<file path="config.mk">
export PLATFORM = sky130hd
export DESIGN_NAME = pefc_ctrl
export DESIGN_NICKNAME = d
export VERILOG_FILES = /design/src/sv/pefc_pkg.sv /design/src/sv/pefc_ctrl.sv
export SDC_FILE = /design/constraint.sdc
export NUM_CORES = 1
export LEC_CHECK = 0
export BUFFER_PORTS_ARGS = -buffer_cell sky130_fd_sc_hd__buf_2
export CORE_AREA = 2 2 47 49
export CTS_BUF_LIST = sky130_fd_sc_hd__clkbuf_2
export CTS_CLUSTER_SIZE = 24
export DETAILED_ROUTE_END_ITERATION = 6
export DIE_AREA = 0 0 49 51
export PLACE_DENSITY = 0.9
export SLEW_MARGIN = 5
export SYNTH_ARGS = -nofsm -noshare
export SYNTH_HDL_FRONTEND = slang
export SYNTH_SLANG_ARGS = --single-unit
</file>
<file path="constraint.sdc">
create_clock -name clk_i -period 5.4 [get_ports clk_i]
set_input_delay 0.54 -clock clk_i [delete_from_list [all_inputs] [get_ports clk_i]]
set_output_delay 0.54 -clock clk_i [all_outputs]
set_load 0.05 [all_outputs]
</file>
<file path="src/sv/pefc_pkg.sv">
// Shared types, constants and codes of the position error fingerprint corrector.
`timescale 1ns / 1ps

package pefc_pkg;

  localparam int TABLE_DEPTH = 1024;
  localparam int CELL_MM     = 100;
  localparam int ADDR_W      = $clog2(TABLE_DEPTH);
  localparam int CNT_W       = $clog2(TABLE_DEPTH + 1);
  localparam int POS_W       = 24;
  localparam int KEY_W       = 18;
  localparam int ERR_W       = 25;
  localparam int OUT_W       = 25;
  localparam int ENTRY_W     = 2 * KEY_W + 2 * ERR_W;

  // Reciprocal of the cell size, rounded down, in Q30.
  localparam int        RECIP_SH = 30;
  localparam longint    RECIP_M  = (64'd1 << RECIP_SH) / CELL_MM;

  localparam int EXP_TERMS  = 13;
  localparam int SQR_ROUNDS = 4;
  localparam int DIVT_STEPS = 20;
  localparam int DIVK_STEPS = 31;

  localparam logic [1:0] FUNC_REF   = 2'd0;
  localparam logic [1:0] FUNC_MEAS  = 2'd1;
  localparam logic [1:0] FUNC_QUERY = 2'd2;

  localparam logic [1:0] GROUND_NONE = 2'd3;

  localparam logic [3:0] REG_GROUND = 4'd0;
  localparam logic [3:0] REG_TOL    = 4'd1;
  localparam logic [3:0] REG_SCALE  = 4'd2;
  localparam logic [3:0] REG_FP_EN  = 4'd3;

  typedef enum logic [4:0] {
    OP_NONE,
    OP_KEYM,
    OP_KEYF,
    OP_SQX,
    OP_SQY,
    OP_DIVT_LD,
    OP_DIV_STEP,
    OP_EXP_INIT,
    OP_TMUL,
    OP_TACC,
    OP_CLAMP,
    OP_SQR,
    OP_EFIN,
    OP_ERRX,
    OP_ERRY,
    OP_SRCH_INIT,
    OP_SRCH,
    OP_INSERT,
    OP_OUT
  } dp_op_e;

  typedef struct packed {
    logic       load;
    dp_op_e     op;
    logic [3:0] k;
  } cmd_t;

  typedef struct packed {
    logic [1:0] func;
    logic       s_big;
    logic       div_done;
    logic       srch_done;
    logic       on_grid;
  } status_t;

  typedef struct packed {
    logic [1:0]  ground;
    logic [23:0] tol;
    logic [31:0] scale;
    logic        fp_en;
  } cfg_t;

endpackage

</file>
<file path="src/sv/pefc_ctrl.sv">
// Sequencer of the corrector: steps the datapath through one request at a time.
`timescale 1ns / 1ps

module pefc_ctrl
  import pefc_pkg::*;
(
  input  logic    clk_i,
  input  logic    rst_ni,
  input  logic    in_valid_i,
  output logic    in_stall_o,
  output logic    out_valid_o,
  input  logic    out_stall_i,
  input  status_t sts_i,
  output cmd_t    cmd_o
);

  typedef enum logic [4:0] {
    S_IDLE, S_DISP, S_KEYM, S_KEYF, S_SQX, S_SQY, S_SCHK, S_DIVT_LD, S_DIVT,
    S_EXP_INIT, S_TMUL, S_TDIV, S_TACC, S_CLAMP, S_SQR, S_EFIN, S_ERRX, S_ERRY,
    S_SRCH_INIT, S_SRCH, S_INSERT, S_OUTW
  } state_e;

  state_e     state_q, state_d;
  logic [3:0] k_q, k_d;
  logic [1:0] sqc_q, sqc_d;
  logic       out_valid_q, out_valid_d;
  logic       accept, out_free;

  assign accept      = in_valid_i && (state_q == S_IDLE);
  assign out_free    = !out_valid_q || !out_stall_i;
  assign in_stall_o  = (state_q != S_IDLE);
  assign out_valid_o = out_valid_q;

  always_comb begin
    state_d     = state_q;
    k_d         = k_q;
    sqc_d       = sqc_q;
    out_valid_d = out_valid_q && out_stall_i;
    cmd_o.load  = accept;
    cmd_o.op    = OP_NONE;
    cmd_o.k     = k_q;
    case (state_q)
      S_IDLE: if (accept) state_d = S_DISP;
      S_DISP: begin
        if (sts_i.func == FUNC_MEAS || sts_i.func == FUNC_QUERY) state_d = S_KEYM;
        else state_d = S_IDLE;
      end
      S_KEYM: begin
        cmd_o.op = OP_KEYM;
        state_d  = S_KEYF;
      end
      S_KEYF: begin
        cmd_o.op = OP_KEYF;
        if (sts_i.func == FUNC_MEAS) state_d = S_SQX;
        else state_d = S_SCHK;
      end
      S_SQX: begin
        cmd_o.op = OP_SQX;
        state_d  = S_SQY;
      end
      S_SQY: begin
        cmd_o.op = OP_SQY;
        state_d  = S_SCHK;
      end
      S_SCHK: begin
        // query: grid check; measurement: range check of the exponent
        if (sts_i.func == FUNC_QUERY) begin
          state_d = sts_i.on_grid ? S_SRCH_INIT : S_OUTW;
        end else begin
          state_d = sts_i.s_big ? S_EFIN : S_DIVT_LD;
        end
      end
      S_DIVT_LD: begin
        cmd_o.op = OP_DIVT_LD;
        state_d  = S_DIVT;
      end
      S_DIVT: begin
        if (sts_i.div_done) state_d = S_EXP_INIT;
        else cmd_o.op = OP_DIV_STEP;
      end
      S_EXP_INIT: begin
        cmd_o.op = OP_EXP_INIT;
        k_d      = 4'd1;
        state_d  = S_TMUL;
      end
      S_TMUL: begin
        cmd_o.op = OP_TMUL;
        state_d  = S_TDIV;
      end
      S_TDIV: begin
        if (sts_i.div_done) state_d = S_TACC;
        else cmd_o.op = OP_DIV_STEP;
      end
      S_TACC: begin
        cmd_o.op = OP_TACC;
        if (k_q == 4'(EXP_TERMS)) begin
          state_d = S_CLAMP;
        end else begin
          k_d     = k_q + 4'd1;
          state_d = S_TMUL;
        end
      end
      S_CLAMP: begin
        cmd_o.op = OP_CLAMP;
        sqc_d    = '0;
        state_d  = S_SQR;
      end
      S_SQR: begin
        cmd_o.op = OP_SQR;
        sqc_d    = sqc_q + 2'd1;
        if (sqc_q == 2'(SQR_ROUNDS - 1)) state_d = S_EFIN;
      end
      S_EFIN: begin
        cmd_o.op = OP_EFIN;
        state_d  = S_ERRX;
      end
      S_ERRX: begin
        cmd_o.op = OP_ERRX;
        state_d  = S_ERRY;
      end
      S_ERRY: begin
        cmd_o.op = OP_ERRY;
        state_d  = S_SRCH_INIT;
      end
      S_SRCH_INIT: begin
        cmd_o.op = OP_SRCH_INIT;
        state_d  = S_SRCH;
      end
      S_SRCH: begin
        cmd_o.op = OP_SRCH;
        if (sts_i.srch_done) begin
          state_d = (sts_i.func == FUNC_MEAS) ? S_INSERT : S_OUTW;
        end
      end
      S_INSERT: begin
        cmd_o.op = OP_INSERT;
        state_d  = S_OUTW;
      end
      S_OUTW: begin
        if (out_free) begin
          cmd_o.op    = OP_OUT;
          out_valid_d = 1'b1;
          state_d     = S_IDLE;
        end
      end
      default: state_d = S_IDLE;
    endcase
  end

  always_ff @(posedge clk_i or negedge rst_ni) begin
    if (!rst_ni) begin
      state_q     <= S_IDLE;
      k_q         <= 4'd1;
      sqc_q       <= '0;
      out_valid_q <= 1'b0;
    end else begin
      state_q     <= state_d;
      k_q         <= k_d;
      sqc_q       <= sqc_d;
      out_valid_q <= out_valid_d;
    end
  end

endmodule

</file>
**Word-level counts from Yosys, hierarchy flattened**

Cells that the tools add are included.

- Add/subtract/negate cells: 2
- $mul: 0
- Div/mod/pow operators: 0
- Order comparisons: 0
- Equal/unequal tests: 32
- Shifts and indexed selects: 0
- Mux-type cells: 22
- Bitwise logic cells: 0
- Reductions and logical operators: 13

Operators with widths:

| kind | number |
|---|---|
| 5-bit case mux with 22 select lines | 1 |
| 5-bit case mux with 18 select lines | 1 |
| 5-bit by 4-bit == test with 1-bit output (second input constant) | 8 |
| 5-bit 2-to-1 mux | 8 |
| 5-bit == test (second input constant) | 6 |
| 5-bit by 3-bit == test with 1-bit output (second input constant) | 4 |
| 2-bit != test (second input constant) | 7 |
| 5-bit by 2-bit == test with 1-bit output (second input constant) | 2 |
| 3-bit 2-to-1 mux | 3 |
| 4-bit 2-to-1 mux | 2 |
| 4-bit case mux with 2 select lines | 1 |
| 6-bit AND reduction | 1 |
| 5-bit by 1-bit == test with 1-bit output (second input constant) | 1 |
| 5-bit logical NOT | 1 |
| 5-bit nonzero test | 1 |
| 4-bit by 1-bit adder with 4-bit output (second input constant) | 1 |
| 2-bit == test (second input constant) | 2 |
| 4-bit == test (second input constant) | 1 |
| 2-bit 2-to-1 mux | 2 |
| 2-bit case mux with 2 select lines | 1 |
| 2-bit nonzero test | 2 |
| 1-bit 2-to-1 mux | 3 |
| 2-bit by 1-bit adder with 2-bit output (second input constant) | 1 |
| 2-bit by 1-bit == test with 1-bit output (second input constant) | 1 |
| other kinds (5) | 8 |

- Flip-flop bits (word level): 12
- Bits in latches: 0
- Bits in writable memories: 0
- Memory bits (read-only): 0
- Input bits: 10
- Output and inout port bits: 12
- Logic and storage cells: 73
- Memories: 0

**Longest topological paths before layout**

- Word-level depth: 4
- Depth in mapped cells: 7
- Mapped depth without buffers: 7

**Least setup slack after synthesis**

Ideal clock, no wire load.

- Kind: flip-flop to output port
- Start: reg state_q[1]
- End: out cmd_o[4] in the netlist's numbering
- Arrival time: 2366 ps
- Required time: 4860 ps
- Slack: 2494 ps
- Cell stages (with the launch flop): 6
- Cell sequence: dfrtp_1 buf_2 clkbuf_1 buf_1 a21boi_0 o32ai_1

RTL lines:

| item | RTL line | source |
|---|---|---|
| start: declaration | pefc_ctrl.sv:23 | `state_e state_q, state_d;` |
| start signal: assignment | pefc_ctrl.sv:157 | `state_q <= state_d;` |
| end: declaration | pefc_ctrl.sv:14 | `output cmd_t cmd_o` |

==> results.json <==
{
  "drive_above_1_share": 0.1739,
  "whs_ns": 0.1275,
  "ant_nets": 0,
  "tns_ns": 0,
  "numPortBuffers": 21,
  "cp-start-kind": "flip-flop",
  "via_per_inst": 6.095,
  "routed_wl_mm": 2.613,
  "dpl_cell_area_um2": 1215,
  "rsz0062_at_grt": "false",
  "finalInstanceArea_um2": 1235,
  "leakagePower_nw": 0.5644,
  "gp_congestion": 0.9167,
  "grt_pass1_vias": 981,
  "finalMaxSlewViolations": 0,
  "fin_crit_ns": 2.999,
  "worstPathArrival_ns": 2.46,
  "yosysUniqueCellTypes": 46,
  "antenna_found_initial": 0,
  "ys_seq_elements": 12,
  "hp-class": "in2async",
  "worst-path-max-fanout": 27,
  "syn-instance-count": 149,
  "stdcell_count": 189,
  "async_reset_ff_frac": 1.000,
  "crit_path_end_kind": "output pin",
  "start_util": 0.5494,
  "crit_required_ns": 4.86,
  "maxSlewHeadroom": 0.4758,
  "track_usage": 0.2293,
  "fp.dieW_um": 49,
  "cts_tree": "yes",
  "ir_drop_v": 0.0004258,
  "cts_hold_buf": 0,
  "grt_max_degree": 28,
  "dieArea_um2": 2499,
  "cts_setup_buffers": 0,
  "fmax_mhz": 333.4,
  "pin_count": 22,
  "outcome": "complete, no violations",
  "hold_violations": 0,
  "worstMarginPinSlew_ns": 0.7863,
  "yosys_warnings": 0,
  "synth_area_um2": 1134,
  "final.setup_skew_ns": 0.01298,
  "cts.path.max_buffers": 2,
  "power_density_nw_per_um2": 620.6,
  "crit_type": "reg2out",
  "cts_buffers": 3,
  "firstDrtPassIters": 5,
  "setup_viol": 0,
  "fillers": 183,
  "synth_ff_type": "dfrtp_1",
  "avgSynthCellArea_um2": 7.608,
  "syn_nets": 164,
  "setup_ws_ns": 2.401,
  "fin_crit_sh": 0.5554,
  "syn2layout_area_growth_pct": 8.940,
  "post-place-cells": 185,
  "htree_levels": 1,
  "antennaDiodeCount": 0,
  "ctsRootBufferMaster": "clkbuf_2",
  "drc": 0,
  "placementRows": 17,
  "nets": 177,
  "maxCapViolCount": 0,
  "cts_resized": 0,
  "core_um2": 2063,
  "seq_area_um2": 301.5,
  "finalPower_mw": 0.7664,
  "clkLatencyLatePin_ns": 0.26,
  "seq_area_frac_synth": 0.2660,
  "grt_pass1_wl_mm": 4.471,
  "pre_cts_slack_ns": 2.769,
  "via_count": 1152,
  "drt_iter0_drc": 63,
  "clock-sinks": 12,
  "hpwlAfterDp_mm": 1.941,
  "die_h_um": 51,
  "fin_util": 0.5985,
  "grt_remaining_overflow": 0,
  "avgRoutedWirePerCell_um": 13.83,
  "path_clk_slew_ns": 0.11,
  "synth_edf_count": 0,
  "multi_input_area_um2": 743.2
}
-- metal layers --
layer	global-route usage	routed length (um)	up-vias
met5	0	0	-
met4	0.06190	12	0
met3	0.04678	219	4
met2	0.3767	1230	59
met1	0.3086	1151	523
li1	-	-	566
-- critical path, cell delays in order, from the launching register on --
cell      delay [ns]
dfrtp_1         0.87
nand2_1         0.33
a21oi_1         0.21
a211oi_1        0.07
a311o_1         0.34
o221ai_1        0.07
buf_2           0.29
-- synthesized netlist by cell type, types with 2 or more instances --
library cell | instances | share of area
a211o_1 | 2 | 0.015
a21boi_0 | 2 | 0.013
a21o_1 | 2 | 0.013
a21oi_1 | 11 | 0.049
a22o_1 | 2 | 0.015
a31oi_1 | 4 | 0.022
buf_2 | 5 | 0.022
clkbuf_1 | 6 | 0.020
dfrtp_1 | 11 | 0.24
ha_1 | 5 | 0.055
inv_1 | 8 | 0.026
mux2_1 | 2 | 0.020
mux2i_1 | 2 | 0.018
nand2_1 | 10 | 0.033
nand2b_1 | 6 | 0.033
nand3_1 | 8 | 0.035
nand3b_1 | 2 | 0.013
nor2_1 | 15 | 0.050
nor2b_1 | 5 | 0.028
nor3_1 | 2 | 0.0088
o21ai_0 | 10 | 0.044
o221ai_1 | 2 | 0.015
o311ai_0 | 2 | 0.015
or3_1 | 2 | 0.011
xor2_1 | 2 | 0.015
-- cell families after synthesis --
kind of cell | synth area share
AOI/OAI and AO/OA | 0.2914
xor gates and xnor gates | 0.02318
adders and majority gates | 0.05519
buffers and inverters | 0.07836
DFF | 0.2660
muxes | 0.03753
and+or+nand+nor | 0.2484
-- power by group --
part	total, mW	switching, mW	internal (mW)
clock	0.0466	0.0269	0.0197
combinational	0.489	0.314	0.175
sequential	0.230	0.109	0.121
total	0.766	0.450	0.316
-- layout make-up --
cell class	instances	share of cell area
multi-input combinational	116	0.6018
timing repair buffer	21	0.08511
tap	28	0.02837
clock buffer	4	0.01621
sequential	12	0.2442
inverter	8	0.02432
-- placed cells by master (no fill, tap or decap), types with 4 or more instances in the layout --
cell,count
a21oi_1,11
nand3_1,8
clkbuf_2,4
buf_2,21
ha_1,5
nand2_1,10
inv_1,8
nor2_1,15
o21ai_0,10
nor2b_1,5
nand2b_1,6
a31oi_1,4
dfrtp_1,11
-- registers in the layout, summed over array words and instances, names as in the netlist --
signal and cells:
state_q 5, k_q 4, sqc_q 2, out_valid_o 1
-- final timing paths --
| path | startpoint | endpoint | slack (ns) | cells past startpoint |
|---|---|---|---|---|
| setup / recovery | state_q[1] | cmd_o[5] | 2.40 | 6 |
| hold / removal | rst_ni | k_q[1] | 0.13 | 1 |
| setup reg to reg | state_q[2] | state_q[0] | 3.02 | 5 |
| hold reg to reg | k_q[0] | k_q[0] | 0.53 | 1 |
| max in group asynchronous | rst_ni | k_q[0] | 4.99 | 1 |
| min in group clk_i | k_q[0] | k_q[0] | 0.53 | 1 |
Note: power is estimated with default switching activity, not from simulation.
